`src/hdl/assert_macros.svh`:
```
// Assertion macros shared by the RTL of the LED current regulator.
// No dependencies; include by bare file name.
`ifndef ASSERT_MACROS_SVH
`define ASSERT_MACROS_SVH

// check that a property holds on every clock edge outside reset
`define ASSERT_PROP(label, clk, rst, prop, msg) \
   label: assert property (@(posedge clk) disable iff (rst) (prop)) else $error(msg);

// check that a condition never holds outside reset
`define ASSERT_NEVER(label, clk, rst, cond, msg) \
   label: assert property (@(posedge clk) disable iff (rst) !(cond)) else $error(msg);

`endif

```
`src/hdl/lcr_pkg.sv`:
```
// Types, constants and functions of the LED current regulator.
// Used by lcr_ctrl, lcr_datapath and led_current_regulator_core.
package lcr_pkg;

   localparam int LEVELS = 8;

   localparam int DIV_SHIFT = 28;
   localparam logic [18:0] RECIP_1000 = 19'd268436;
   localparam logic [17:0] DIV_1000 = 18'd1000;

   typedef enum logic [1:0] {
      FUNC_SAMPLE  = 2'd0,
      FUNC_CLICK   = 2'd1,
      FUNC_BATTERY = 2'd2,
      FUNC_HOLD    = 2'd3
   } func_type;

   typedef enum logic [2:0] {
      CSR_WARN_LEVEL    = 3'd0,
      CSR_CUTOFF_LEVEL  = 3'd1,
      CSR_CHARGE_HIGH   = 3'd2,
      CSR_CHARGE_MID    = 3'd3,
      CSR_CHARGE_LOW    = 3'd4,
      CSR_MAX_DUTY      = 3'd5,
      CSR_INTEGRAL_GAIN = 3'd6,
      CSR_CURRENT_SCALE = 3'd7
   } csr_index_type;

   typedef enum logic [2:0] {
      ST_IDLE,
      ST_PRE,
      ST_SUM,
      ST_MUL,
      ST_DIV,
      ST_FIN
   } state_type;

   typedef struct packed {
      logic load;
      logic pre;
      logic sum;
      logic mul;
      logic div;
      logic fin;
   } cmd_type;

   typedef struct packed {
      logic loop_req;
   } status_type;

   function automatic logic [8:0] setpoint(input logic [2:0] idx);
      logic [8:0] sp;
      case (idx)
         3'd0: sp = 9'd0;
         3'd1: sp = 9'd5;
         3'd2: sp = 9'd10;
         3'd3: sp = 9'd25;
         3'd4: sp = 9'd50;
         3'd5: sp = 9'd100;
         3'd6: sp = 9'd200;
         3'd7: sp = 9'd300;
         default: sp = 9'd0;
      endcase
      return sp;
   endfunction

endpackage

```
`src/hdl/lcr_ctrl.sv`:
```
// Sequencer of the LED current regulator: steps one item through the datapath.
// Depends on lcr_pkg for state, command and status types.
module lcr_ctrl (
   input  logic               clock,
   input  logic               reset,
   input  logic               req_tvalid,
   output logic               req_tready,
   output logic               rsp_tvalid,
   input  logic               rsp_tready,
   input  lcr_pkg::status_type status,
   output lcr_pkg::cmd_type    cmd
);

   lcr_pkg::state_type state_ff, state_in;
   logic               rsp_valid_ff, rsp_valid_in;
   logic               out_free;

   assign out_free = !rsp_valid_ff || rsp_tready;

   always_comb begin
      state_in = state_ff;
      case (state_ff)
         lcr_pkg::ST_IDLE: begin
            if (req_tvalid) state_in = lcr_pkg::ST_PRE;
         end
         lcr_pkg::ST_PRE: begin
            state_in = status.loop_req ? lcr_pkg::ST_SUM : lcr_pkg::ST_FIN;
         end
         lcr_pkg::ST_SUM: state_in = lcr_pkg::ST_MUL;
         lcr_pkg::ST_MUL: state_in = lcr_pkg::ST_DIV;
         lcr_pkg::ST_DIV: state_in = lcr_pkg::ST_FIN;
         lcr_pkg::ST_FIN: begin
            if (out_free) state_in = lcr_pkg::ST_IDLE;
         end
         default: state_in = lcr_pkg::ST_IDLE;
      endcase
   end

   always_comb begin
      cmd = '0;
      req_tready = 1'b0;
      rsp_valid_in = rsp_valid_ff && !rsp_tready;
      case (state_ff)
         lcr_pkg::ST_IDLE: begin
            req_tready = 1'b1;
            cmd.load = req_tvalid;
         end
         lcr_pkg::ST_PRE: cmd.pre = 1'b1;
         lcr_pkg::ST_SUM: cmd.sum = 1'b1;
         lcr_pkg::ST_MUL: cmd.mul = 1'b1;
         lcr_pkg::ST_DIV: cmd.div = 1'b1;
         lcr_pkg::ST_FIN: begin
            if (out_free) begin
               cmd.fin = 1'b1;
               rsp_valid_in = 1'b1;
            end
         end
         default: cmd = '0;
      endcase
   end

   assign rsp_tvalid = rsp_valid_ff;

   always_ff @(posedge clock) begin
      if (reset) begin
         state_ff <= lcr_pkg::ST_IDLE;
         rsp_valid_ff <= 1'b0;
      end else begin
         state_ff <= state_in;
         rsp_valid_ff <= rsp_valid_in;
      end
   end

endmodule

```
`src/hdl/lcr_datapath.sv`:
```
// Datapath of the LED current regulator: settings, regulator state, integral
// loop arithmetic and the result register. Depends on lcr_pkg.
module lcr_datapath (
   input  logic               clock,
   input  logic               reset,
   input  logic               csr_we,
   input  logic [2:0]         csr_index,
   input  logic [9:0]         csr_wdata,
   input  logic [1:0]         req_tuser,
   input  logic [23:0]        req_tdata,
   output logic [15:0]        rsp_tdata,
   input  lcr_pkg::cmd_type    cmd,
   output lcr_pkg::status_type status
);

   // settings
   logic [9:0] warn_level_ff, cutoff_level_ff, charge_high_ff, charge_mid_ff, charge_low_ff;
   logic [7:0] max_duty_ff, integral_gain_ff, current_scale_ff;

   // regulator state
   logic [2:0]  level_ff, level_in;
   logic [15:0] integ_ff, integ_in;
   logic [7:0]  duty_ff, duty_in;
   logic        warned_ff, warned_in;
   logic [9:0]  last_bat_ff, last_bat_in;

   // item and loop work registers
   logic [1:0]  func_ff;
   logic [13:0] cur_ff;
   logic [9:0]  bat_ff;
   logic        warn_flag_ff, warn_flag_in;
   logic        fault_in;
   logic [16:0] target_ff;
   logic        run_ff;
   logic [15:0] isum_ff;
   logic [23:0] prod_ff;
   logic [17:0] limit_ff;
   logic        over_ff;
   logic [7:0]  quo_ff;
   logic [15:0] rsp_data_ff;

   logic [3:0]  level_up;
   logic [16:0] err;
   logic [17:0] sum_wide;
   logic [36:0] recip_prod;
   logic [2:0]  flashes;
   lcr_pkg::func_type func;

   assign func = lcr_pkg::func_type'(func_ff);
   assign status.loop_req = (func == lcr_pkg::FUNC_SAMPLE) || (func == lcr_pkg::FUNC_BATTERY);
   assign level_up = {1'b0, level_ff} + 4'd1;
   assign err = target_ff - {3'b000, cur_ff};
   assign sum_wide = {2'b00, integ_ff} + {1'b0, err};
   assign recip_prod = {19'd0, prod_ff[17:0]} * {18'd0, lcr_pkg::RECIP_1000};

   always_comb begin
      level_in = level_ff;
      integ_in = integ_ff;
      duty_in = duty_ff;
      warned_in = warned_ff;
      last_bat_in = last_bat_ff;
      warn_flag_in = warn_flag_ff;
      fault_in = 1'b0;
      if (cmd.pre) begin
         warn_flag_in = 1'b0;
         case (func)
            lcr_pkg::FUNC_SAMPLE: begin
               level_in = level_ff;
            end
            lcr_pkg::FUNC_CLICK: begin
               if (({1'b0, level_up} >= 5'(lcr_pkg::LEVELS)) || (level_up > 4'd7)) begin
                  level_in = 3'd0;
                  integ_in = 16'd0;
                  duty_in = 8'd0;
                  warned_in = 1'b0;
               end else begin
                  level_in = level_up[2:0];
               end
            end
            lcr_pkg::FUNC_BATTERY: begin
               last_bat_in = bat_ff;
               if (bat_ff >= warn_level_ff && bat_ff < cutoff_level_ff && !warned_ff &&
                   level_ff != 3'd0) begin
                  warned_in = 1'b1;
                  warn_flag_in = 1'b1;
               end else if (bat_ff >= cutoff_level_ff && level_ff != 3'd0) begin
                  level_in = 3'd0;
                  integ_in = 16'd0;
                  duty_in = 8'd0;
                  warned_in = 1'b0;
               end
            end
            lcr_pkg::FUNC_HOLD: begin
               level_in = 3'd0;
               integ_in = 16'd0;
               duty_in = 8'd0;
               warned_in = 1'b0;
               last_bat_in = 10'd0;
            end
            default: level_in = level_ff;
         endcase
      end else if (cmd.fin && run_ff) begin
         if (over_ff) begin
            level_in = 3'd0;
            integ_in = 16'd0;
            duty_in = 8'd0;
            warned_in = 1'b0;
            fault_in = 1'b1;
         end else begin
            integ_in = isum_ff;
            duty_in = quo_ff;
         end
      end
   end

   always_comb begin
      if (last_bat_ff < charge_high_ff) flashes = 3'd4;
      else if (last_bat_ff < charge_mid_ff) flashes = 3'd3;
      else if (last_bat_ff < charge_low_ff) flashes = 3'd2;
      else flashes = 3'd1;
   end

   always_ff @(posedge clock) begin
      if (reset) begin
         warn_level_ff <= 10'd320;
         cutoff_level_ff <= 10'd360;
         charge_high_ff <= 10'd288;
         charge_mid_ff <= 10'd300;
         charge_low_ff <= 10'd305;
         max_duty_ff <= 8'd194;
         integral_gain_ff <= 8'd5;
         current_scale_ff <= 8'd29;
      end else if (csr_we) begin
         case (lcr_pkg::csr_index_type'(csr_index))
            lcr_pkg::CSR_WARN_LEVEL:    warn_level_ff <= csr_wdata;
            lcr_pkg::CSR_CUTOFF_LEVEL:  cutoff_level_ff <= csr_wdata;
            lcr_pkg::CSR_CHARGE_HIGH:   charge_high_ff <= csr_wdata;
            lcr_pkg::CSR_CHARGE_MID:    charge_mid_ff <= csr_wdata;
            lcr_pkg::CSR_CHARGE_LOW:    charge_low_ff <= csr_wdata;
            lcr_pkg::CSR_MAX_DUTY:      max_duty_ff <= csr_wdata[7:0];
            lcr_pkg::CSR_INTEGRAL_GAIN: integral_gain_ff <= csr_wdata[7:0];
            lcr_pkg::CSR_CURRENT_SCALE: current_scale_ff <= csr_wdata[7:0];
            default: warn_level_ff <= warn_level_ff;
         endcase
      end
   end

   always_ff @(posedge clock) begin
      if (reset) begin
         level_ff <= 3'd0;
         integ_ff <= 16'd0;
         duty_ff <= 8'd0;
         warned_ff <= 1'b0;
         last_bat_ff <= 10'd0;
         warn_flag_ff <= 1'b0;
         run_ff <= 1'b0;
      end else begin
         level_ff <= level_in;
         integ_ff <= integ_in;
         duty_ff <= duty_in;
         warned_ff <= warned_in;
         last_bat_ff <= last_bat_in;
         warn_flag_ff <= warn_flag_in;
         if (cmd.pre) begin
            run_ff <= 1'b0;
         end else if (cmd.sum) begin
            run_ff <= target_ff > {3'b000, cur_ff};
         end
      end
   end

   always_ff @(posedge clock) begin
      if (cmd.load) begin
         func_ff <= req_tuser;
         cur_ff <= req_tdata[13:0];
         bat_ff <= req_tdata[23:14];
      end
      if (cmd.pre) begin
         target_ff <= {9'd0, current_scale_ff} * {8'd0, lcr_pkg::setpoint(level_in)};
      end
      if (cmd.sum) begin
         isum_ff <= (sum_wide[17:16] != 2'b00) ? 16'hFFFF : sum_wide[15:0];
      end
      if (cmd.mul) begin
         prod_ff <= {16'd0, integral_gain_ff} * {8'd0, isum_ff};
         limit_ff <= ({9'd0, max_duty_ff} + 18'd1) * lcr_pkg::DIV_1000;
      end
      if (cmd.div) begin
         over_ff <= prod_ff >= {6'd0, limit_ff};
         quo_ff <= recip_prod[lcr_pkg::DIV_SHIFT +: 8];
      end
      if (cmd.fin) begin
         rsp_data_ff <= {flashes, level_in, warn_flag_ff, fault_in, duty_in};
      end
   end

   assign rsp_tdata = rsp_data_ff;

endmodule

```
`src/hdl/led_current_regulator_core.sv`:
```
// LED current regulator: one item per command, one result item each.
// Click and hold items step through accept, update and result; current and battery
// items through accept, update, integrator add, gain multiply, divide by 1000, result.
// A new item is accepted only once the result of the last has been registered; the
// result step waits while the previous result is still not taken. Reset (synchronous,
// active high) loads register defaults, clears the regulator state and rsp_tvalid, and idles the sequencer.
`include "assert_macros.svh"

module led_current_regulator_core (
   input  logic        clock,
   input  logic        reset,
   input  logic        req_tvalid,
   output logic        req_tready,
   input  logic [23:0] req_tdata,   // current_sample[13:0], battery_sample[23:14]
   input  logic [1:0]  req_tuser,   // func[1:0]
   output logic        rsp_tvalid,
   input  logic        rsp_tready,
   output logic [15:0] rsp_tdata,   // duty[7:0], fault[8], warn_pulse[9], level[12:10],
                                    // flash_count[15:13]
   input  logic        csr_we,
   input  logic [2:0]  csr_index,
   input  logic [9:0]  csr_wdata
);

   lcr_pkg::cmd_type    cmd;
   lcr_pkg::status_type status;

   lcr_ctrl u_ctrl (
      .clock      (clock),
      .reset      (reset),
      .req_tvalid (req_tvalid),
      .req_tready (req_tready),
      .rsp_tvalid (rsp_tvalid),
      .rsp_tready (rsp_tready),
      .status     (status),
      .cmd        (cmd)
   );

   lcr_datapath u_datapath (
      .clock     (clock),
      .reset     (reset),
      .csr_we    (csr_we),
      .csr_index (csr_index),
      .csr_wdata (csr_wdata),
      .req_tuser (req_tuser),
      .req_tdata (req_tdata),
      .rsp_tdata (rsp_tdata),
      .cmd       (cmd),
      .status    (status)
   );

   `ASSERT_PROP(a_busy_after_accept, clock, reset, (req_tvalid && req_tready) |=> !req_tready, "accepted a second item while busy")
   `ASSERT_NEVER(a_off_with_duty, clock, reset, rsp_tvalid && rsp_tdata[12:10] == 3'd0 && rsp_tdata[7:0] != 8'd0, "nonzero duty at level off")
   `ASSERT_NEVER(a_fault_not_off, clock, reset, rsp_tvalid && rsp_tdata[8] && (rsp_tdata[12:10] != 3'd0 || rsp_tdata[7:0] != 8'd0), "fault without shutdown")
   `ASSERT_NEVER(a_warn_when_off, clock, reset, rsp_tvalid && rsp_tdata[9] && !rsp_tdata[8] && rsp_tdata[12:10] == 3'd0, "warning raised while off")

endmodule

```
`config.mk`:
```
export PLATFORM = sky130hd
export DESIGN_NAME = led_current_regulator_core
export DESIGN_NICKNAME = d
export VERILOG_FILES = /design/src/hdl/lcr_pkg.sv /design/src/hdl/lcr_ctrl.sv /design/src/hdl/lcr_datapath.sv /design/src/hdl/led_current_regulator_core.sv
export VERILOG_INCLUDE_DIRS = /design/src /design/src/hdl
export SDC_FILE = /design/constraint.sdc
export NUM_CORES = 1
export LEC_CHECK = 0
export ABC_CLOCK_PERIOD_IN_PS = 15400
export BUFFER_PORTS_ARGS = -buffer_cell sky130_fd_sc_hd__buf_2
export CAP_MARGIN = 20
export CORE_ASPECT_RATIO = 1.75
export CORE_MARGIN = 4
export CORE_UTILIZATION = 25
export DETAILED_ROUTE_END_ITERATION = 12
export HOLD_SLACK_MARGIN = 0.02
export SLEW_MARGIN = 30
export SYNTH_ARGS = -nofsm -noshare
export SYNTH_HDL_FRONTEND = slang
export SYNTH_SLANG_ARGS = --single-unit
```
`constraint.sdc`:
```
create_clock -name clock -period 15.4 [get_ports clock]
set_clock_uncertainty 0.2 [all_clocks]
set_input_delay 0 -clock clock [delete_from_list [all_inputs] [get_ports clock]]
set_output_delay 0 -clock clock [all_outputs]
set_load 0.01 [all_outputs]
```
# Yosys cells after proc, flatten, opt, wreduce, memory -nomap -nowiden
# Memories as Yosys holds them, arrays and structs flattened.
# Cells that the tools add are included.
# totals
reg_bits	241
rom_bits	72
out_inout_bits	18
elab_cells	154
n_memories	1
# classes
add_sub_neg	4
mul	4
order_cmp	10
n_eq_ne	22
n_mux	49
bitwise_logic	1
n_reduce_logical	34
# mem_list
name	depth	width	read_ports	rd_ports_with_merged_regs	write_ports	line_no	source
(no name shown)	8	9	1	0	0	lcr_pkg.sv:53	case (idx)
# op_table
op	count
$mux 16	6
$mux 8	6
$pmux 16 s3	1
$lt 10x10->1	4
$mul 18x17->34 const B	1
$mux 3	10
$ge 24x18->1	1
$mul 8x16->24	1
$pmux 8 s3	1
$ge 10x10->1	2
$pmux 10 s2	1
$reduce_and 2->1	10
$mux 1	19
$add 16x17->18	1
$eq 3x3->1 const B	6
$mul 18x7->15 const B	1
$pmux 3 s6	1
$gt 17x14->1	1
$mul 8x9->17	1
$sub 17x14->17	1
$eq 3x2->1 const B	4
$pmux 3 s4	1
$reduce_and 5->1	2
$add 8x1->9 const B	1
24 further kinds	41

# Depth between registers and ports, before layout
# Gate-level depths: netlist of run 1.
# An unclocked memory read counts as a cell.
# logic_depth
ltp_word	10
depth_mapped	32
ltp_nobuf	31

# Modules after synthesis
# Synthesis of run 1 repeated with hierarchy kept, for this count alone.
# unflattened
hier_cells	2344
hier_area_um2	22566.6
# by_module_without_submodules
module	n_inst	cells_per_inst	area_each_um2
lcr_datapath	1	2314	22287.6
lcr_ctrl	1	30	279.0

# Worst setup path after synthesis of run 1
# Ideal clock, no wire load.
# synth_path
kind	register to register
from	register u_ctrl.state_ff[0]
to	register u_datapath.target_ff[16] (data pin)
arrival_ps	6425
required_time_ps	14940
slack_ps	8515
path_stages_with_launch	26
synth_period_minus_slack_ps	6885
cell_sequence	dfxtp_1 clkbuf_1 nand3b_1 nor2_1 and3_1 clkbuf_1 nand2b_1 o32ai_1 clkbuf_1 ha_1 mux2i_1 nor2b_1 fa_1 fa_1 fa_1 inv_1 fa_1 inv_1 ha_1 a21oi_1 o21ai_0 a41oi_1 a21oi_1 a21o_1 a21oi_1 xnor2_1
# synth_lines
element	line_no	source
start, declared	lcr_ctrl.sv:14	lcr_pkg::state_type state_ff, state_in;
start signal, assigned	lcr_ctrl.sv:66	state_ff <= lcr_pkg::ST_IDLE;
start signal, assigned	lcr_ctrl.sv:69	state_ff <= state_in;
end signal, assigned	lcr_datapath.sv:179	target_ff <= {9'd0, current_scale_ff} * {8'd0, lcr_pkg::setpoint(level_in)};
end, declared	lcr_datapath.sv:33	logic [16:0] target_ff;

# Final worst setup path of run 1
# layout_path
from	register u_ctrl.state_ff[0]
to	register u_datapath.target_ff[15] (data pin)
# layout_between
elab_chain_cells	8
elab_cells_between_ends	10
classes_between	mul (1); eq/ne (2); mux (5); reduce/logical (1); memory (1)
# layout_lines
element	line_no	source
$eq 3x3->1	lcr_ctrl.sv:43	case (state_ff)
$mux 1	lcr_ctrl.sv:43	
$logic_and 1x1->1	lcr_datapath.sv:102	end else if (cmd.fin && run_ff) begin
$mux 3	lcr_datapath.sv:102	
$mux 3 *	lcr_datapath.sv:64	if (cmd.pre) begin
named net u_datapath.level_in[0]	lcr_datapath.sv:21	logic [2:0] level_ff, level_in;
$mem_v2 8x9 *	-	
$mux 9 *	lcr_datapath.sv:178	if (cmd.pre) begin
$mul 8x9->17 *	lcr_datapath.sv:179	
# Mark *: on every way through the listed nets, which the timed path passes. The rest lies on a longest branch. The select of a mux whose other input is x is not followed.
# A chain may end at the register's enable or synchronous reset.

==> out/qor.csv, run 1 <==
stage,metric,value,unit
clock_tree,post-CTS setup buffer count,0,
grt,wire length of the first global-routing pass,88510,µm
worst_hold_path,class of the tightest hold or removal check,in -> reg,
grt,pin count of the biggest net entering global routing,67,
power,Internal Power,1.420,mW
synthesis,syn nets,2916,
die,row cnt,145,
timing,worst-margin pin slew,909.2,ps
route,Post-Route WL,53920,µm
power,clock group share of total power,0.314,
critical_path,kind of capture point of the worst setup path,flip-flop,
critical_path,"Arr. time, crit path",7720,ps
synthesis,"FFs w/ async S/R, synth",0,
synthesis,number of instances in the synthesized netlist,2312,
die,total die area,94900,µm²
die,die width,234.6,µm
synthesis,total standard cell area after synthesis,22460,µm²
grt,initial antenna violation count,1,
clock_tree,Resize count post-CTS,0,
clock_tree,clock transition at the registers of the reported paths,60,ps
synthesis,"Primary FF master, synth",sky130_fd_sc_hd__edfxtp_1,
final_layout,proportion of layout cells with a drive suffix above 1,0.05596,
synthesis,average cell area after synthesis,9.716,µm²
die,I/O pin cnt,62,
final_layout,final-stage net count,3030,
route,count of antenna-violating nets left after detailed routing,0,
final_layout,# fillers,9426,
grt,global routing met3 resource utilization,0.01041,
critical_path,critical path type,reg -> reg,
flow_run,MaxCap Viol Count,0,
timing,final setup vio count,0,
route,total vias in the final route,16080,
synthesis,sequential element share of the synthesized area,0.2696,
route,wire per inst,14.88,µm
grt,met1 track demand over resource,0.1268,
clock_tree,largest buffer count on any clock path,3,
route,Pre-Repair DR Iteration Count,4,
final_layout,relative area change from synthesis to final layout,14.85,%
die,floorplan core area,89260,µm²
final_layout,Layout Cells excl Fill,3624,
critical_path,launching element type of the critical path,flip-flop,
route,initial detailed-routing violation count,613,
power,Pwr per Cell Area,82.02,nW/µm²
clock_tree,Clk Tree Root Cell,sky130_fd_sc_hd__clkbuf_16,
power,leak pwr,12.20,nW
die,height of the die,404.5,µm
clock_tree,H-tree depth reported by CTS,1,
clock_tree,quantity of hold-fixing buffers added after cts,78,
grt,total global routing track utilization,0.1164,
die,starting density of the core,0.2517,
power,share of power burned in registers,0.361,
placed_design,count of input and output buffers,61,
timing,fin worst setup slack,7780,ps
synthesis,Yosys cell types,66,
power,switching part of the total,0.3290,
critical_path,Critical Path Fanout Max,29,
timing,number of hold violations in the final report,0,
power,part of the total power dissipated in combinational logic,0.325,
timing,"Slew Viols, Final",0,
synthesis,flip-flop and latch count after synthesis,241,
placed_design,Detail Placement HPWL,43220,µm
timing,time the worst path needs with I/O delays and setup,7620,ps
synthesis,Synth Warn #,0,
power,Switching Power,0.6963,mW
timing,Setup Total Neg Slack,0,ps
clock_tree,Num CTS Buffers,28,
grt,met2 routing resource usage after global routing,0.2263,
timing,unrepaired setup endpoints after global routing,no,
route,DRC violation count after routing,0,
placed_design,placed insts,3494,
timing,highest attainable clock frequency,131.2,MHz
placed_design,global placer's final weighted congestion,0.8539,
timing,remaining max-slew budget at the tightest pin,0.3939,
route,DR vias/cell,4.437,
final_layout,Ant. Diodes,0,
power,Worst IR Drop VDD,0.08336,mV
clock_tree,clock latency on the worst-skew pair,570,ps
grt,GRT Residual Overflow,0,
placed_design,Placement Setup Slack,7637,ps
critical_path,required arrival time at the worst endpoint,15500,ps
clock_tree,CTS tree,built,
clock_tree,total number of clock tree sinks,241,
status,status,"finished, final reports clean",
grt,number of global-route vias before repair,17250,
synthesis,number of synthesized flops with an enable pin,123,
timing,period utilization,0.4948,
grt,global route hottest layer,met2,
-- per-layer routing --
metal,wire length (µm),share of wire
met5,13,0.00024
met4,2426,0.045
met3,1458,0.027
met2,29380,0.54
met1,20630,0.38
-- metrics by stage --
stage          power [mW]    util  cell area, µm²  hold WS, ps
2_1_floorplan       1.288       -           22460       -101.1
3_3_place_gp        1.444  0.2699           24090       -19.82
3_5_place_dp        1.460  0.2699           24090       -21.85
4_1_cts             2.153  0.2890           25790        74.32
5_1_grt             2.282  0.2891           25800        117.8
6_report            2.116  0.2891           25800        116.5
-- logic make-up (layout without fill, tap and decap cells) --
kind of cell / count (synthesis) / in the layout / synth area share
buf+inv: 453 / 589 / 0.07653
simple gates: 633 / 633 / 0.1414
fa+ha+maj: 560 / 560 / 0.3784
flops: 241 / 241 / 0.2696
mux: 17 / 17 / 0.007575
compound gates: 326 / 326 / 0.09458
xor+xnor: 82 / 82 / 0.03197
-- power groups by stage --
stage	Combinational, mW	Sequential, mW	Clock [mW]
floorplan	0.531	0.757	0
CTS	0.701	0.765	0.687
global route	0.802	0.768	0.711
finish	0.688	0.765	0.664
global placement	0.667	0.778	0
detailed placement	0.682	0.779	0
-- worst max-delay path, cell delays in order (launching register included) --
cell and delay (ps):
sky130_fd_sc_hd__dfxtp_1 490, sky130_fd_sc_hd__nor3b_2 220, sky130_fd_sc_hd__buf_4 350, sky130_fd_sc_hd__nand2_1 440
sky130_fd_sc_hd__inv_1 430, sky130_fd_sc_hd__a311o_1 410, sky130_fd_sc_hd__inv_1 130, sky130_fd_sc_hd__ha_1 320
sky130_fd_sc_hd__mux2i_1 570, sky130_fd_sc_hd__nor2b_1 140, sky130_fd_sc_hd__fa_1 520, sky130_fd_sc_hd__inv_1 50
sky130_fd_sc_hd__fa_1 470, sky130_fd_sc_hd__inv_1 50, sky130_fd_sc_hd__fa_1 520, sky130_fd_sc_hd__inv_1 60
sky130_fd_sc_hd__fa_1 520, sky130_fd_sc_hd__inv_1 40, sky130_fd_sc_hd__ha_1 300, sky130_fd_sc_hd__inv_1 90
sky130_fd_sc_hd__a21oi_1 50, sky130_fd_sc_hd__o21ai_0 210, sky130_fd_sc_hd__a21oi_1 120, sky130_fd_sc_hd__nand4_1 100
sky130_fd_sc_hd__nand3_1 100, sky130_fd_sc_hd__o41ai_1 330, sky130_fd_sc_hd__xnor2_1 120
-- flip-flops by register name, summed over array words and instances, names as in the netlist, 14 cells and up --
signal,count
u_datapath.prod_ff,24
u_datapath.target_ff,17
u_datapath.integ_ff,16
u_datapath.isum_ff,16
u_datapath.rsp_tdata,16
u_datapath.limit_ff,15
u_datapath.cur_ff,14
-- path summary, 6_finish.rpt --
path | startpoint | to | slack [ps] | cells after the start
max | u_ctrl.state_ff[0] | u_datapath.target_ff[15] | 7780 | 26
max reg2reg | u_ctrl.state_ff[0] | u_datapath.target_ff[15] | 7780 | 26
min reg2reg | u_datapath.charge_low_ff[6] | u_datapath.charge_low_ff[6] | 250 | 2
min | csr_wdata[8] | u_datapath.charge_low_ff[8] | 120 | 3
-- layout make-up --
type                            instances  area (µm²)  area share
Multi-Input combinational cell       1618       14730      0.5709
Sequential cell                       241        6056      0.2347
Tap cell                             1176        1471     0.05703
Inverter                              387        1453     0.05630
Timing Repair Buffer                  150        1171     0.04539
Clock buffer                           42       847.1     0.03283
Clock inverter                         10       72.57    0.002813
-- cell usage after synthesis, types with 33 or more instances --
library cell	n	area (µm²)
sky130_fd_sc_hd__nor2b_1	49	306.5
sky130_fd_sc_hd__clkbuf_1	50	187.7
sky130_fd_sc_hd__edfxtp_1	123	3694
sky130_fd_sc_hd__o21ai_0	35	175.2
sky130_fd_sc_hd__nor2_1	93	349.1
sky130_fd_sc_hd__nand2_1	210	788.3
sky130_fd_sc_hd__ha_1	361	4517
sky130_fd_sc_hd__a21o_1	38	285.3
sky130_fd_sc_hd__fa_1	199	3984
sky130_fd_sc_hd__and2_1	84	525.5
sky130_fd_sc_hd__xnor2_1	52	455.4
sky130_fd_sc_hd__a21oi_1	132	660.6
sky130_fd_sc_hd__inv_1	387	1453
sky130_fd_sc_hd__and3_1	33	206.5
sky130_fd_sc_hd__nand2b_1	34	212.7
sky130_fd_sc_hd__nand3_1	39	195.2
sky130_fd_sc_hd__dfxtp_1	118	2362
-- cell usage in the layout (no fill, tap or decap), types with 8 or more instances in the layout --
master and count:
sky130_fd_sc_hd__a211o_1 20, sky130_fd_sc_hd__a211oi_1 9, sky130_fd_sc_hd__a21o_1 38, sky130_fd_sc_hd__a21oi_1 131
sky130_fd_sc_hd__a22o_1 9, sky130_fd_sc_hd__a31oi_1 9, sky130_fd_sc_hd__and2_1 83, sky130_fd_sc_hd__and3_1 33
sky130_fd_sc_hd__buf_2 60, sky130_fd_sc_hd__buf_4 12, sky130_fd_sc_hd__clkbuf_1 8, sky130_fd_sc_hd__clkbuf_16 31
sky130_fd_sc_hd__dfxtp_1 118, sky130_fd_sc_hd__dlygate4sd3_1 78, sky130_fd_sc_hd__edfxtp_1 123, sky130_fd_sc_hd__fa_1 199
sky130_fd_sc_hd__ha_1 361, sky130_fd_sc_hd__inv_1 387, sky130_fd_sc_hd__mux2i_1 17, sky130_fd_sc_hd__nand2_1 210
sky130_fd_sc_hd__nand2b_1 34, sky130_fd_sc_hd__nand3_1 39, sky130_fd_sc_hd__nand3b_1 27, sky130_fd_sc_hd__nand4_1 18
sky130_fd_sc_hd__nor2_1 90, sky130_fd_sc_hd__nor2b_1 49, sky130_fd_sc_hd__nor3_1 21, sky130_fd_sc_hd__o21a_1 13
sky130_fd_sc_hd__o21ai_0 35, sky130_fd_sc_hd__o21bai_1 15, sky130_fd_sc_hd__xnor2_1 52, sky130_fd_sc_hd__xor2_1 30
Note: power is estimated with default switching activity, not from simulation.
==> run 2, diff against run 1 <==
--- a/config.mk
+++ b/config.mk
@@ -6,7 +6,7 @@
 export SDC_FILE = /design/constraint.sdc
 export NUM_CORES = 1
 export LEC_CHECK = 0
-export ABC_CLOCK_PERIOD_IN_PS = 15400
+export ABC_CLOCK_PERIOD_IN_PS = 6600
 export BUFFER_PORTS_ARGS = -buffer_cell sky130_fd_sc_hd__buf_2
 export CAP_MARGIN = 20
 export CORE_ASPECT_RATIO = 1.75
==> constraint.sdc (replaced) <==
create_clock -name clock -period 6.6 [get_ports clock]
set_clock_uncertainty 0.2 [all_clocks]
set_input_delay 0 -clock clock [delete_from_list [all_inputs] [get_ports clock]]
set_output_delay 0 -clock clock [all_outputs]
set_load 0.01 [all_outputs]
==> out/qor.csv, run 2 (synthesis gave the netlist of run 1 again) <==
stage,metric,value,unit,change
status,status,"finished, final reports clean",,
grt,initial antenna violation count,3,,+2
timing,number of hold violations in the final report,0,,unchanged
final_layout,final-stage net count,3100,,+2.3%
critical_path,Critical path buffers and inverters,5,,-3
route,DR vias/cell,4.398,,-0.89%
die,total die area,94900,µm²,unchanged
final_layout,area occupied by multi-input gates,15030,µm²,+2.0%
final_layout,most frequent standard cell in the layout excluding fill and tap cells,sky130_fd_sc_hd__inv_1,,
timing,period utilization,0.9918,,+0.4970
final_layout,share of the core filled with cells in the final layout,0.2997,,+0.01065
route,DRC violation count after routing,0,,unchanged
clock_tree,total number of clock tree sinks,241,,unchanged
worst_hold_path,class of the tightest hold or removal check,in -> reg,,
grt,wire length of the first global-routing pass,89040,µm,+0.60%
grt,pin count of the biggest net entering global routing,92,,+37%
die,I/O pin cnt,62,,unchanged
clock_tree,clock transition at the registers of the reported paths,60,ps,about the same
placed_design,count of input and output buffers,61,,unchanged
route,wire per inst,14.65,µm,-1.5%
die,height of the die,404.5,µm,unchanged
grt,number of global-route vias before repair,17456,,+1.2%
timing,time the worst path needs with I/O delays and setup,6546,ps,-1074 ps
power,Tot Pwr,5.101,mW,+140%
final_layout,proportion of layout cells with a drive suffix above 1,0.1052,,+0.04924
placed_design,Detail Placement HPWL,43180,µm,about the same
final_layout,relative area change from synthesis to final layout,19.09,%,
power,Pwr per Cell Area,190.7,nW/µm²,+130%
route,Pre-Repair DR Iteration Count,5,,+1
die,starting density of the core,0.2517,,unchanged
critical_path,kind of capture point of the worst setup path,flip-flop,,
power,leak pwr,12.63,nW,+3.5%
critical_path,Slowest Stage Delay on Critical Path,550,ps,-20 ps
final_layout,largest registers ranked by flip-flop count,"u_datapath.prod_ff: 24 flops, u_datapath.target_ff: 17 flops",,
placed_design,global placer's final weighted congestion,0.8278,,-3.1%
critical_path,critical path type,reg -> reg,,
critical_path,launching element type of the critical path,flip-flop,,
final_layout,Largest Register,u_datapath.prod_ff,,
route,total vias in the final route,16249,,+1.1%
final_layout,Ant. Diodes,0,,unchanged
grt,total global routing track utilization,0.1166,,+0.0001653
route,initial detailed-routing violation count,620,,+1.1%
critical_path,setup slack on the worst flop-to-flop path,50,ps,-7730 ps
timing,highest attainable clock frequency,152.8,MHz,+16%
timing,final setup vio count,0,,unchanged
timing,remaining max-slew budget at the tightest pin,0.3573,,-0.03659
grt,GRT Residual Overflow,0,,unchanged
final_layout,max FFs per register,24,,unchanged
clock_tree,Clk Tree Root Cell,sky130_fd_sc_hd__clkbuf_16,,
critical_path,Crit path top cell by count,sky130_fd_sc_hd__fa_1,,
critical_path,required arrival time at the worst endpoint,6720,ps,-8780 ps
route,count of antenna-violating nets left after detailed routing,0,,unchanged
power,Worst IR Drop VDD,0.2444,mV,+190%
critical_path,Critical Path Fanout Max,5,,-83%
timing,worst-margin pin slew,960.5,ps,+51.33 ps
die,row cnt,145,,unchanged
die,floorplan core area,89260,µm²,unchanged
timing,unrepaired setup endpoints after global routing,yes,,
critical_path,Crit-path slowest cell,sky130_fd_sc_hd__fa_1,,
critical_path,"Arr. time, crit path",6670,ps,-1050 ps
final_layout,area occupied by registers,6057,µm²,about the same
critical_path,cell class contributing the biggest share of worst-path delay,adder cells,,
final_layout,# fillers,9399,,-0.29%
clock_tree,H-tree depth reported by CTS,1,,unchanged
final_layout,"leading cell types in the layout, fill and taps excluded","380 x sky130_fd_sc_hd__inv_1, 350 x sky130_fd_sc_hd__ha_1, 208 x sky130_fd_sc_hd__nand2_1",,
clock_tree,Num CTS Buffers,29,,+3.6%
route,Post-Route WL,54130,µm,+0.40%
die,die width,234.6,µm,unchanged
flow_run,MaxCap Viol Count,0,,unchanged
clock_tree,CTS tree,built,,
clock_tree,clock latency on the worst-skew pair,590,ps,+20 ps
timing,"Slew Viols, Final",0,,unchanged
clock_tree,largest buffer count on any clock path,3,,unchanged
==> run 2: changes by cell type in the layout (fill, tap and decap cells not counted), sizes merged <==
cell | before | now
clkinvlp | 0 | 1
dlygate4sd3 | 78 | 81
clkbuf | 42 | 39
bufinv | 0 | 1
clkinv | 8 | 11
buf | 72 | 138
==> run 2: final timing paths <==
kind | from | endpoint | cells after the start
max reg2reg | u_datapath.bat_ff[1] | u_datapath.target_ff[16] | 28
min reg2reg | u_datapath.charge_high_ff[6] | u_datapath.charge_high_ff[6] | 2
min | csr_wdata[9] | u_datapath.warn_level_ff[9] | 4
max | u_datapath.bat_ff[1] | u_datapath.target_ff[16] | 28
==> run 2: where the power goes <==
group | switching (mW) | internal, mW
combinational | 0.905 | 0.750
sequential | 0.0718 | 1.70
clock | 0.690 | 0.980
total | 1.67 | 3.43
==> run 2: layout make-up <==
cell class / instances / share of cell area
clock buffer: 39 / 0.03283
inverter: 387 / 0.05430
tap: 1176 / 0.05500
multi-input combinational: 1618 / 0.5618
clock inverter: 15 / 0.004911
sequential: 241 / 0.2264
timing repair buffer: 219 / 0.06473
==> run 2: layer usage <==
layer	track usage	up-vias	share of wire
met5	0	-	0.00024
met4	0.03256	2	0.027
met3	0.01048	81	0.025
met2	0.2360	199	0.56
met1	0.1255	7933	0.38
li1	-	8034	-
==> run 2: through the flow <==
step	setup TNS [ps]	cells	worst slack [ps]	area [µm²]	hold WS [ps]
6_report	0	3695	53.80	26750	87.81
5_1_grt	-961.3	3695	-272.4	26750	94.89
4_1_cts	0	3691	4.127	26630	59.84
3_5_place_dp	-1595	3547	-502.0	24540	-21.88
3_3_place_gp	-1125	3547	-369.0	24530	-20.85
2_1_floorplan	0	2312	35.65	22510	-101.1
==> run 2: repair_timing <==
| item | CTS | global route |
|---|---|---|
| pin swaps | 32 | 37 |
| hold endpoints to repair | 122 | 0 |
| gates resized for setup | 42 | 22 |
| endpoints found under the setup margin | 7 | 8 |
| setup buffers | 9 | 4 |
| hold buffers | 81 | 0 |
==> run 2: worst register-to-register path: cells and delay by family (launching register included) <==
| kind | cells | cell delay [ps] |
|---|---|---|
| AOI/OAI and AO/OA | 11 | 1820 |
| adders and majority gates | 7 | 2780 |
| and+or+nand+nor | 4 | 500 |
| DFF | 1 | 390 |
| buffers and inverters | 5 | 490 |
| xor gates and xnor gates | 1 | 120 |
==> run 3, diff against run 2 <==
--- a/config.mk
+++ b/config.mk
@@ -11,7 +11,7 @@
 export CAP_MARGIN = 20
 export CORE_ASPECT_RATIO = 1.75
 export CORE_MARGIN = 4
-export CORE_UTILIZATION = 25
+export CORE_UTILIZATION = 30
 export DETAILED_ROUTE_END_ITERATION = 12
 export HOLD_SLACK_MARGIN = 0.02
 export SLEW_MARGIN = 30
==> out/qor.csv, run 3 (synthesis gave the netlist of run 1 again) <==
stage,metric,value,unit,change
final_layout,proportion of layout cells with a drive suffix above 1,0.1119,,+0.006657
route,Post-Route WL,55300,µm,+2.2%
die,height of the die,370.0,µm,-8.5%
placed_design,Placement Cell Area,24340,µm²,-0.81%
critical_path,kind of capture point of the worst setup path,flip-flop,,
timing,fin worst setup slack,124.1,ps,+70.30 ps
clock_tree,total number of clock tree sinks,241,,unchanged
final_layout,largest registers ranked by flip-flop count,"u_datapath.prod_ff: 24 flops, u_datapath.target_ff: 17 flops",,
grt,wire length of the first global-routing pass,91540,µm,+2.8%
final_layout,share of the core filled with cells in the final layout,0.3580,,+0.05824
route,Pre-Repair DR Iteration Count,5,,unchanged
route,total met3 wirelength after detailed routing,1689,µm,+24%
placed_design,count of input and output buffers,61,,unchanged
die,I/O pin cnt,62,,unchanged
timing,remaining max-slew budget at the tightest pin,0.4119,,+0.05455
die,floorplan core area,74160,µm²,-17%
timing,unrepaired setup endpoints after global routing,yes,,
final_layout,most frequent standard cell in the layout excluding fill and tap cells,sky130_fd_sc_hd__inv_1,,
critical_path,launching element type of the critical path,flip-flop,,
critical_path,endpoint of the most critical register-to-register path,u_datapath.target_ff[16],,
worst_hold_path,class of the tightest hold or removal check,in -> reg,,
clock_tree,Num CTS Buffers,27,,-6.9%
clock_tree,CTS tree,built,,
timing,highest attainable clock frequency,154.4,MHz,+1.1%
die,row cnt,132,,-9.0%
clock_tree,clock transition at the registers of the reported paths,60,ps,about the same
final_layout,final non-filler cell area,26540,µm²,-0.78%
critical_path,setup slack on the worst flop-to-flop path,120,ps,+70 ps
timing,"Slew Viols, Final",0,,unchanged
clock_tree,H-tree depth reported by CTS,1,,unchanged
final_layout,"leading cell types in the layout, fill and taps excluded","375 x sky130_fd_sc_hd__inv_1, 349 x sky130_fd_sc_hd__ha_1, 209 x sky130_fd_sc_hd__nand2_1",,
clock_tree,Clk Tree Root Cell,sky130_fd_sc_hd__clkbuf_16,,
worst_hold_path,beginning of the worst hold path,csr_wdata[8],,
placed_design,placed insts,3323,,-6.3%
critical_path,Critical path buffers and inverters,6,,+1
grt,GRT Residual Overflow,0,,unchanged
critical_path,Slowest Stage Delay on Critical Path,520,ps,-30 ps
grt,total global routing track utilization,0.1410,,+0.02444
status,status,"finished, final reports clean",,
route,Routed met1 length,21250,µm,+2.6%
power,Tot Pwr,5.037,mW,-1.3%
final_layout,Layout Cells excl Fill,3468,,-6.1%
placed_design,Detail Placement HPWL,43260,µm,+0.17%
grt,number of global-route vias before repair,17806,,+2.0%
critical_path,Critical Path Fanout Max,6,,+1
final_layout,Largest Register,u_datapath.prod_ff,,
critical_path,Crit-path slowest cell,sky130_fd_sc_hd__fa_1,,
critical_path,Crit path top cell by count,sky130_fd_sc_hd__fa_1,,
grt,pin count of the biggest net entering global routing,98,,+6.5%
worst_hold_path,cell depth of the worst min-delay path,3,,-1
power,Pwr per Cell Area,189.8,nW/µm²,-0.49%
timing,period utilization,0.9812,,-0.01065
critical_path,critical path type,reg -> reg,,
final_layout,final-stage net count,3113,,+0.42%
timing,final setup vio count,0,,unchanged
final_layout,# fillers,7468,,-21%
die,starting density of the core,0.3029,,+0.05126
placed_design,Placement Setup Slack,-417.8,ps,+84.23 ps
timing,time the worst path needs with I/O delays and setup,6476,ps,-70.30 ps
timing,number of hold violations in the final report,0,,unchanged
route,wire per inst,15.95,µm,+8.8%
placed_design,global placer's final weighted congestion,0.8580,,+3.6%
power,leak pwr,12.66,nW,+0.25%
clock_tree,largest buffer count on any clock path,3,,unchanged
critical_path,startpoint of the worst-slack reg-to-reg timing path,u_datapath.bat_ff[1],,
final_layout,relative area change from synthesis to final layout,18.16,%,
flow_run,MaxCap Viol Count,0,,unchanged
route,count of antenna-violating nets left after detailed routing,0,,unchanged
critical_path,number of cell instances on the worst register-to-register path,29,,+3.6%
route,routed length on met2,30970,µm,+1.3%
grt,initial antenna violation count,0,,-3
critical_path,cell class contributing the biggest share of worst-path delay,adder cells,,
die,die width,214.9,µm,-8.4%
route,DRC violation count after routing,0,,unchanged
route,DR vias/cell,4.738,,+7.7%
power,Worst IR Drop VDD,0.1773,mV,-27%
final_layout,max FFs per register,24,,unchanged
die,total die area,79500,µm²,-16%
route,total vias in the final route,16430,,+1.1%
clock_tree,clock latency on the worst-skew pair,570,ps,-20 ps
timing,worst-margin pin slew,879.0,ps,-81.53 ps
critical_path,"Arr. time, crit path",6590,ps,-80 ps
route,initial detailed-routing violation count,693,,+12%
route,highest metal layer with signal wires,met4,,
final_layout,Ant. Diodes,0,,unchanged
critical_path,required arrival time at the worst endpoint,6710,ps,about the same
worst_hold_path,Min-Delay Endpoint,u_datapath.charge_mid_ff[8],,
run 3: changes by cell type in the layout (fill, tap and decap cells not counted), sizes merged:
| cell | before | now |
|---|---|---|
| buf | 138 | 154 |
| bufinv | 1 | 2 |
| clkbuf | 39 | 32 |
| clkinv | 11 | 7 |
| clkinvlp | 1 | 4 |
| dlygate4sd3 | 81 | 80 |
| inv | 389 | 392 |
run 3: where the power goes:
part	total, mW	switching [mW]	internal (mW)
clock	1.56	0.680	0.877
combinational	1.70	0.939	0.766
sequential	1.77	0.0709	1.70
run 3: what timing repair did:
action | in CTS | in global routing
gates resized for setup | 39 | 42
buffers inserted | 8 | 8
endpoints found under the setup margin | 7 | 7
hold endpoints to repair | 151 | 0
hold buffers | 80 | 0
pin swaps | 21 | 50
run 3: how the worst max path moves through the flow:
| stage | from | end | depth (start not counted) |
|---|---|---|---|
| after floorplan | u_datapath.bat_ff[1] | u_datapath.target_ff[16] | 28 |
| after global placement | u_datapath.bat_ff[0] | u_datapath.target_ff[15] | 30 |
| after detailed placement | u_datapath.bat_ff[1] | u_datapath.target_ff[15] | 28 |
| after CTS | u_datapath.bat_ff[1] | u_datapath.target_ff[15] | 29 |
| after global routing | u_datapath.bat_ff[1] | u_datapath.target_ff[16] | 29 |
| final | u_datapath.bat_ff[1] | u_datapath.target_ff[16] | 29 |
run 3: layout make-up:
class                      count  area (µm²)  area share
multi-input combinational   1618       15110      0.5691
sequential                   241        6056      0.2281
timing repair buffer         234        1851     0.06971
inverter                     387        1455     0.05482
tap                          938        1174     0.04421
clock buffer                  32       725.7     0.02734
clock inverter                18       177.7    0.006693
run 3: metal layers:
layer | vias to the layer above | GRT usage
met1 | 8061 | 0.1538
met2 | 243 | 0.2848
met5 | - | 0
met3 | 77 | 0.01321
met4 | 0 | 0.04055
li1 | 8049 | -
run 3: worst min-delay path, stage by stage:
cell	delay, ps
sky130_fd_sc_hd__dlygate4sd3_1	520
sky130_fd_sc_hd__buf_2	170
sky130_fd_sc_hd__a211o_1	130
run 3: per-stage QoR:
stage | TNS, ps | hold slack (ps)
finish | 0 | 78.36
floorplan | 0 | -101.1
global placement | -1029 | -21.76
global route | -423.2 | 81.99
CTS | -1.608 | 50.01
detailed placement | -1539 | -21.90
